**config.mk**
```make
export PLATFORM = sky130hd
export DESIGN_NAME = isbn_check_digit_validator
export DESIGN_NICKNAME = d
export VERILOG_FILES = /design/src/hdl/isbn_pkg.sv /design/src/hdl/isbn_acc.sv /design/src/hdl/isbn_check_digit_validator.sv
export SDC_FILE = /design/constraint.sdc
export NUM_CORES = 1
export LEC_CHECK = 0
export ABC_AREA = 1
export ABC_CLOCK_PERIOD_IN_PS = 9790
export BUFFER_PORTS_ARGS = -buffer_cell sky130_fd_sc_hd__buf_4
export CAP_MARGIN = 20
export CORE_AREA = 2 2 128 130
export CTS_CLUSTER_DIAMETER = 30
export DETAILED_ROUTE_END_ITERATION = 10
export DIE_AREA = 0 0 130 132
export PLACE_DENSITY_LB_ADDON = 0.2
export SYNTH_ARGS = -nofsm -noshare
export SYNTH_HDL_FRONTEND = slang
export SYNTH_SLANG_ARGS = --single-unit
```
**constraint.sdc**
```tcl
create_clock -name clk -period 9.79 [get_ports clk]
set_input_delay 0.4895 -clock clk [delete_from_list [all_inputs] [get_ports clk]]
set_output_delay 0.4895 -clock clk [all_outputs]
set_load 0.01 [all_outputs]
```
**src/hdl/isbn_pkg.sv**
```systemverilog
// Shared types, character codes and small modulo helpers for the ISBN check-digit validator.
package isbn_pkg;

  // Character codes
  localparam logic [7:0] CHAR_HYPHEN = 8'h2D;
  localparam logic [7:0] CHAR_SPACE  = 8'h20;
  localparam logic [7:0] CHAR_UC_X   = 8'h58;
  localparam logic [7:0] CHAR_LC_X   = 8'h78;
  localparam logic [7:0] CHAR_ZERO   = 8'h30;
  localparam logic [7:0] CHAR_NINE   = 8'h39;

  // Lengths and limits
  localparam logic [3:0] COUNT_LIMIT  = 4'd14;
  localparam logic [3:0] TEN_LEN      = 4'd10;
  localparam logic [3:0] THIRTEEN_LEN = 4'd13;

  // X as the ISBN-10 check character: weight 10 times value 10
  localparam logic [6:0] X_TERM = 7'd100;

  // Modulo constants; reciprocals are scaled by 2^11 and round down
  localparam logic [6:0]  MOD11       = 7'd11;
  localparam logic [14:0] MOD11_RECIP = 15'd186;
  localparam logic [5:0]  MOD10       = 6'd10;
  localparam logic [13:0] MOD10_RECIP = 14'd204;
  localparam logic [5:0]  WEIGHT_3    = 6'd3;

  typedef enum logic [1:0] {
    FMT_BAD      = 2'd0,
    FMT_TEN      = 2'd1,
    FMT_THIRTEEN = 2'd2
  } fmt_t;

  typedef struct packed {
    logic is_valid;
    fmt_t format_kind;
  } verdict_t;

  // p mod 11 for p <= 110; the quotient estimate is at most one low
  function automatic logic [3:0] mod11(input logic [6:0] p);
    logic [14:0] prod;
    logic [3:0]  q;
    logic [6:0]  r;
    prod = 15'(p) * MOD11_RECIP;
    q    = prod[14:11];
    r    = p - 7'(q) * MOD11;
    if (r >= MOD11) begin
      r = r - MOD11;
    end
    return r[3:0];
  endfunction

  // p mod 10 for p <= 36
  function automatic logic [3:0] mod10(input logic [5:0] p);
    logic [13:0] prod;
    logic [2:0]  q;
    logic [5:0]  r;
    prod = 14'(p) * MOD10_RECIP;
    q    = prod[13:11];
    r    = p - 6'(q) * MOD10;
    if (r >= MOD10) begin
      r = r - MOD10;
    end
    return r[3:0];
  endfunction

endpackage

```
**src/hdl/isbn_acc.sv**
```systemverilog
// Running ISBN-10/ISBN-13 check state and the end-of-string verdict.
module isbn_acc
  import isbn_pkg::*;
(
  input  logic       clk,
  input  logic       rst_n,
  input  logic       step_en,
  input  logic [7:0] char_code,
  input  logic       last_char,
  output verdict_t   verdict
);

  logic [3:0] cnt_r, cnt_nxt;
  logic [3:0] ten_sum_r, ten_sum_nxt;
  logic [3:0] thr_sum_r, thr_sum_nxt;
  logic       ten_bad_r, ten_bad_nxt;
  logic       thr_bad_r, thr_bad_nxt;

  logic       is_sep;
  logic       is_digit;
  logic       is_x;
  logic [7:0] char_off;
  logic [3:0] digit;
  logic [3:0] ten_weight;
  logic [6:0] ten_term;
  logic [5:0] thr_term;

  always_comb begin
    is_sep     = (char_code == CHAR_HYPHEN) || (char_code == CHAR_SPACE);
    is_digit   = (char_code >= CHAR_ZERO) && (char_code <= CHAR_NINE);
    is_x       = (char_code == CHAR_UC_X) || (char_code == CHAR_LC_X);
    char_off   = char_code - CHAR_ZERO;
    digit      = is_digit ? char_off[3:0] : 4'd0;
    ten_weight = cnt_r + 4'd1;
    ten_term   = 7'(ten_weight) * 7'(digit);
    thr_term   = cnt_r[0] ? 6'(digit) * WEIGHT_3 : 6'(digit);

    cnt_nxt     = cnt_r;
    ten_sum_nxt = ten_sum_r;
    thr_sum_nxt = thr_sum_r;
    ten_bad_nxt = ten_bad_r;
    thr_bad_nxt = thr_bad_r;

    if (!is_sep) begin
      if (cnt_r < TEN_LEN) begin
        if (is_digit) begin
          ten_sum_nxt = mod11(7'(ten_sum_r) + ten_term);
        end else if ((cnt_r == TEN_LEN - 4'd1) && is_x) begin
          ten_sum_nxt = mod11(7'(ten_sum_r) + X_TERM);
        end else begin
          ten_bad_nxt = 1'b1;
        end
      end
      if (cnt_r < THIRTEEN_LEN) begin
        if (is_digit) begin
          thr_sum_nxt = mod10(6'(thr_sum_r) + thr_term);
        end else begin
          thr_bad_nxt = 1'b1;
        end
      end
      if (cnt_r < COUNT_LIMIT) begin
        cnt_nxt = cnt_r + 4'd1;
      end
    end

    verdict.is_valid    = 1'b0;
    verdict.format_kind = FMT_BAD;
    if (cnt_nxt == TEN_LEN) begin
      verdict.format_kind = FMT_TEN;
      verdict.is_valid    = !ten_bad_nxt && (ten_sum_nxt == 4'd0);
    end else if (cnt_nxt == THIRTEEN_LEN) begin
      verdict.format_kind = FMT_THIRTEEN;
      verdict.is_valid    = !thr_bad_nxt && (thr_sum_nxt == 4'd0);
    end
  end

  always_ff @(posedge clk) begin
    if (!rst_n || (step_en && last_char)) begin
      cnt_r     <= '0;
      ten_sum_r <= '0;
      thr_sum_r <= '0;
      ten_bad_r <= 1'b0;
      thr_bad_r <= 1'b0;
    end else if (step_en) begin
      cnt_r     <= cnt_nxt;
      ten_sum_r <= ten_sum_nxt;
      thr_sum_r <= thr_sum_nxt;
      ten_bad_r <= ten_bad_nxt;
      thr_bad_r <= thr_bad_nxt;
    end
  end

endmodule

```
**src/hdl/isbn_check_digit_validator.sv**
```systemverilog
// Top level of the ISBN check-digit validator: input register, check state, result register.
//
// Usage:
//   The in_ channel carries one ASCII character per transaction in in_tdata, with
//   in_tlast set on the final character of a string. Hyphens and spaces are
//   skipped. Every string yields exactly one out_ transaction, produced by the
//   character with in_tlast; other characters produce none.
//   out_tdata[0] is the verdict (1 = valid ISBN-10 or ISBN-13) and out_tuser
//   gives the format: 0 wrong length, 1 ten characters, 2 thirteen characters.
// Flow:
//   One character per cycle while in_tready is high. The input register takes
//   the final character first; its check update is then loaded into the result
//   register, which raises out_tvalid.
// Reset:
//   rst_n is synchronous, active low; it empties both registers and clears the
//   running sums, count and bad-character flags.
// Stall:
//   While a result waits in the output register, non-final characters keep
//   flowing. in_tready drops only when a final character sits in the input
//   register and the result register is still occupied and not being taken.
module isbn_check_digit_validator
  import isbn_pkg::*;
(
  input  logic       clk,
  input  logic       rst_n,
  input  logic       in_tvalid,
  output logic       in_tready,
  input  logic [7:0] in_tdata,   // [7:0] char_code
  input  logic       in_tlast,   // last_char
  output logic       out_tvalid,
  input  logic       out_tready,
  output logic [7:0] out_tdata,  // [0] is_valid, [7:1] zero
  output logic [1:0] out_tuser   // [1:0] format_kind
);

  logic       s1_valid_r;
  logic [7:0] s1_char_r;
  logic       s1_last_r;
  logic       advance;
  logic       load_out;
  logic       out_valid_r;
  verdict_t   verdict;
  verdict_t   out_verdict_r;

  // A non-final character never needs the result register
  assign advance   = s1_valid_r && (!s1_last_r || !out_valid_r || out_tready);
  assign load_out  = advance && s1_last_r;
  assign in_tready = !s1_valid_r || advance;

  always_ff @(posedge clk) begin
    if (!rst_n) begin
      s1_valid_r <= 1'b0;
    end else if (in_tready) begin
      s1_valid_r <= in_tvalid;
    end
  end

  always_ff @(posedge clk) begin
    if (in_tready && in_tvalid) begin
      s1_char_r <= in_tdata;
      s1_last_r <= in_tlast;
    end
  end

  isbn_acc u_acc (
    .clk       (clk),
    .rst_n     (rst_n),
    .step_en   (advance),
    .char_code (s1_char_r),
    .last_char (s1_last_r),
    .verdict   (verdict)
  );

  always_ff @(posedge clk) begin
    if (!rst_n) begin
      out_valid_r <= 1'b0;
    end else if (load_out) begin
      out_valid_r <= 1'b1;
    end else if (out_tready) begin
      out_valid_r <= 1'b0;
    end
  end

  always_ff @(posedge clk) begin
    if (load_out) begin
      out_verdict_r <= verdict;
    end
  end

  assign out_tvalid = out_valid_r;
  assign out_tdata  = {7'd0, out_verdict_r.is_valid};
  assign out_tuser  = out_verdict_r.format_kind;

  // Backpressure only comes from a final character blocked by a full result register
  a_ready_low_cause: assert property (@(posedge clk) disable iff (!rst_n)
    !in_tready |-> (s1_valid_r && s1_last_r && out_valid_r && !out_tready))
    else $error("in_tready low without a blocked final character");

  // Result register is never overwritten while a result waits
  a_no_overwrite: assert property (@(posedge clk) disable iff (!rst_n)
    load_out |-> (!out_valid_r || out_tready))
    else $error("result register overwritten");

  // A taken result with nothing new behind it leaves the register empty
  a_drain: assert property (@(posedge clk) disable iff (!rst_n)
    (out_valid_r && out_tready && !load_out) |=> !out_valid_r)
    else $error("result not cleared after transaction");

  // Wrong length is never reported valid
  a_bad_len_invalid: assert property (@(posedge clk) disable iff (!rst_n)
    out_valid_r |-> !((out_verdict_r.format_kind == FMT_BAD) && out_verdict_r.is_valid))
    else $error("valid verdict with wrong length");

endmodule
```
# == Yosys cells after proc, flatten, opt, wreduce, memory -nomap -nowiden ==
# Index checks and enable logic that the tools add are counted.
# totals
output_inout_bits,12
register_bits,28
# classes
n_mul,8
order_cmp,8
n_addsub,11
reduce_logical,22
muxes,25
eq_ne,7
# op_table
operator,n
4-bit two-way mux,13
7-bit by 7-bit multiplier with 14-bit output (second input constant),2
8-bit by 6-bit == test with 1-bit output (second input constant),2
8-bit by 7-bit == test with 1-bit output (second input constant),2
7-bit by 4-bit >= comparator with 1-bit output (second input constant),2
4-bit by 4-bit multiplier with 7-bit output (second input constant),2
7-bit subtractor,2
4-bit == test (second input constant),3
4-bit less-than comparator (second input constant),3
6-bit by 6-bit multiplier with 12-bit output (second input constant),1
4-bit subtractor (second input constant),3
1-bit two-way mux,9
8-bit by 6-bit >= comparator with 1-bit output (second input constant),1
8-bit by 6-bit <= comparator with 1-bit output (second input constant),1
4-bit logical NOT,2
4-bit by 7-bit adder with 7-bit output,1
5-bit by 6-bit adder with 7-bit output (second input constant),1
1-bit logical AND,7
4-bit by 4-bit multiplier with 7-bit output,1
4-bit by 6-bit adder with 6-bit output,1
6-bit by 4-bit >= comparator with 1-bit output (second input constant),1
1-bit logical NOT,6
1-bit logical OR,6
4-bit by 2-bit multiplier with 6-bit output (second input constant),1
other kinds (7),8

# == Logic depth before layout (Yosys ltp) ==
# logic_depth
word_depth,18
mapped_depth,65
mapped_depth_nobuf,65

# == Cells and area by module ==
# Synthesis repeated with hierarchy kept, for this count alone.
# hier_totals
hier_cells,824
area_unflattened_um2,6298.5
# modules_own_cells
module,area_each_um2,seq_area_each_um2,instances,cells_per_inst
isbn_acc,5763.0,280.3,1,786
isbn_check_digit_validator,535.5,400.4,1,38

# == Worst setup path before layout ==
# Ideal clock, no wire load.
# synth_path
kind,register -> register
startpoint,register s1_char_r[7]
endpoint,"register out_verdict_r (netlist bit out_tdata[0]), data pin"
path_buffers,0
slack_ns,0.054
path_stages_with_launch,55
period_less_slack_ns,9.736
setup_ns,0.252
arrival_ns,9.484
cell_sequence,edfxtp_1 > nor2_4 > nand2_1 > nor2_4 > inv_1 > nor2_1 > nand2_1 > fa_1 > fa_1 > fa_1 > inv_1 > ha_1 > a21oi_1 > o21ai_0 > xor2_1 > ha_1 > ha_1 > fa_1 > [19 not listed] > nand2_1 > inv_1 > nand4_1 > nand3_1 > nand2_1 > nand2_1 > inv_1 > nand3_2 > nand2_1 > nand2_2 > nand2_4 > nand2_4 > nand2_1 > nand3_1 > a21oi_2 > nor2_1 > nand2_1 > nand2_1
# synth_lines
item,line,text
from (decl),isbn_check_digit_validator.sv:37,logic [7:0] s1_char_r;
from (signal assigned),isbn_check_digit_validator.sv:60,s1_char_r <= in_tdata;
to (signal assigned),isbn_check_digit_validator.sv:86,out_verdict_r <= verdict;
to (decl),isbn_check_digit_validator.sv:43,verdict_t out_verdict_r;

==> out/results.ini <==
[global_route]
overflow=0
grt_max_degree=21
grt_util_all_layers_pct=14.7
grt_pass1_wl_mm=21.2
grt_pass1_vias=4775
antenna_found_initial=0

[setup_path]
r2r_slack_ns=0.58
path_class=register to register
cp-start-kind=register
worstRegToRegCells=59
cpPeakStageDelay_ns=0.53
critPathLaunch=s1_char_r[2]$_DFFE_PP_
r2r_start=s1_char_r[2]$_DFFE_PP_
cp_data_arrival_time_ns=9.24
cp_common_cell=nand2_1
required_ns=9.82
timing.rr.end=out_tdata[0]$_DFFE_PP_
cp_max_fo=5
cp_slowest_cell=fa_1
worstSetupEndpointType=register

[yosys]
synth_top_area_cell=ha_1
synth.top_cells.by_count=inv_1 (180), ha_1 (153), nand2_1 (146)
avgSynthCellArea_sq_um=7.53
yosysSeqAreaShare_pct=10.9
synthArstFlopShare_pct=0
synthFlopType=dfxtp_1
netlist.area_leader.share_pct=30.6
ys_ff_latch=28
netlist_instances=829
synth_most_common_cell=inv_1
synthTopCellsByArea=ha_1 (31%), inv_1 (11%), fa_1 (10%)
ys_warn_count=0
synth.distinct_cells=44
syn_area_sq_mm=0.00625
synth_edf_count=12

[sta]
timing.final.crit_share_pct=94.1
tns_ns=0
fmax_ghz=0.109
slew_viol_final=0
relSlewSlack_pct=63.4
min_period_ns=9.21
tightest_slew_ns=0.548
hold_viol=0
setup_viol=0
skew_ns=0.00415

[clock_tree]
clkLatencyLatePin_ns=0.27
cts-root-buf=clkbuf_16
cts_buffers=3
clock_sinks=28
ctsHtreeMaxLevel=1
clk_pin_slew_worst_paths_ns=0.08
cts_buffer_depth=2
cts_tree=done

[detailed_routing]
wire_per_inst_um=11.3
drt_first_pass_iters=4
drc=0
drt_iter0_markers=173
vias_per_cell=4.64
drt_wl_total_mm=12.3
postRouteAntennaNets=0
vias=5078

[pwr]
ir_worst_vdd_mv=0.111
p_per_area_mw_per_mm2=128
p_leak_nw=4.06

[worst_hold_path]
worstHoldEndpoint=s1_char_r[0]$_DFFE_PP_
min-delay-path-class=input pin to register
hold_depth=1
hold_start=in_tdata[0]

[placed_design]
gp_congestion=0.821
portBuffers=17
dp_hpwl_mm=10.7

[cells_and_area]
seqCellArea_sq_um=682
fin_util_pct=45.7
n_antenna_cell=0
drive_gt1_share_pct=14.9
multiInputGateArea_sq_mm=0.00504
nets=1078
fillers=1611
area_delta_synth_final_pct=15.0

[run_status]
status=complete, no violations

[die]
die_x_um=130
initial_utilization_pct=39.8
die_h_um=132
ios=25
std_cell_rows=46
core_sq_mm=0.0157
die_area_sq_mm=0.0172

[run]
maxCapViolCount=0

## layout make-up
cell class | count | share of cell area, %
clock buffers | 4 | 1.39
inverters | 188 | 9.82
multi-input cells | 608 | 70.1
flip-flops and latches | 28 | 9.49
well taps | 216 | 3.76
repair buffers | 51 | 5.43
## cell families after synthesis
group,after synthesis,synth area share (%)
AND/OR/NAND/NOR,282,21.0
buffers and inverters,199,12.5
adder cells (fa/ha/maj),185,40.9
AO/OA/AOI/OAI,91,8.49
XOR/XNOR,42,6.01
flip-flops,28,10.9
other,1,0.0600
multiplexers,1,0.160
## layer usage
layer,wire length (um),share of wire [%],track usage [%]
met1,6370,52,21.6
met2,5750,47,24.2
met3,146,1.2,1.06
met4,73,0.59,1.91
met5,0,0,0
## cell usage in the layout, fill, tap and decap left out, drive strengths merged, types with 12 or more instances in the layout
| master | n |
|---|---|
| a21oi | 37 |
| buf | 51 |
| dfxtp | 16 |
| edfxtp | 12 |
| fa | 32 |
| ha | 153 |
| inv | 186 |
| nand2 | 153 |
| nand3 | 47 |
| nand4 | 14 |
| nor2 | 50 |
| o21ai | 32 |
| xnor2 | 18 |
| xor2 | 24 |
## worst max-delay path by stage
stage | end | slack, ns | depth (start not counted)
after floorplan | out_tdata[0]$_DFFE_PP_ | 0.05 | 54
after global placement | out_tdata[0]$_DFFE_PP_ | 0.16 | 51
after detailed placement | out_tdata[0]$_DFFE_PP_ | 0.003 | 54
after CTS | out_tdata[0]$_DFFE_PP_ | 0.02 | 55
after global routing | out_tdata[0]$_DFFE_PP_ | -0.05 | 58
final | out_tdata[0]$_DFFE_PP_ | 0.58 | 59
## state kept, by name, summed over array words and instances, names as in the netlist
signal and flops:
u_acc.thr_sum_r 4, s1_last_r 1, out_tdata 1, u_acc.ten_sum_r 4
out_tuser 2, s1_char_r 8, s1_valid_r 1, u_acc.ten_bad_r 1
u_acc.thr_bad_r 1, out_tvalid 1, u_acc.cnt_r 4
## metrics by stage
stage / power (mW) / setup WS (ns) / cells / cell area (sq um) / hold WS [ns]
final: 0.919 / 0.582 / 1095 / 7180 / 0.394
after global routing: 1.04 / -0.0548 / 1095 / 7180 / 0.393
after CTS: 0.921 / 0.0178 / 1085 / 6870 / 0.391
after detailed placement: 0.802 / 0.00303 / 1078 / 6750 / 0.480
after global placement: 0.802 / 0.158 / 1078 / 6750 / 0.449
after floorplan: 0.690 / 0.0537 / 835 / 6270 / 0.427
## what timing repair did
| item | in CTS | in global routing |
|---|---|---|
| gates resized for setup | 0 | 48 |
| setup buffers | 3 | 10 |
| pin swaps | 2 | 30 |
| setup endpoints to repair | 1 | 5 |
| hold buffers | 0 | 0 |
## report_power, final
group          internal (mW)  switching (mW)  leakage, nW  total [mW]
sequential             0.128         0.00669        0.251       0.135
clock                 0.0713          0.0437       0.0493       0.115
combinational          0.281           0.389         3.76       0.669
total                  0.480           0.439         4.06       0.919
## critical path, delay by kind of cell (launching register included)
family | cells | cell delay (ns)
flip-flops | 1 | 0.43
adder cells (fa/ha/maj) | 12 | 4.65
AO/OA/AOI/OAI | 4 | 0.52
buffers and inverters | 12 | 0.90
XOR/XNOR | 3 | 0.44
AND/OR/NAND/NOR | 28 | 2.04
No activity file was read; power rests on OpenSTA's default activity.
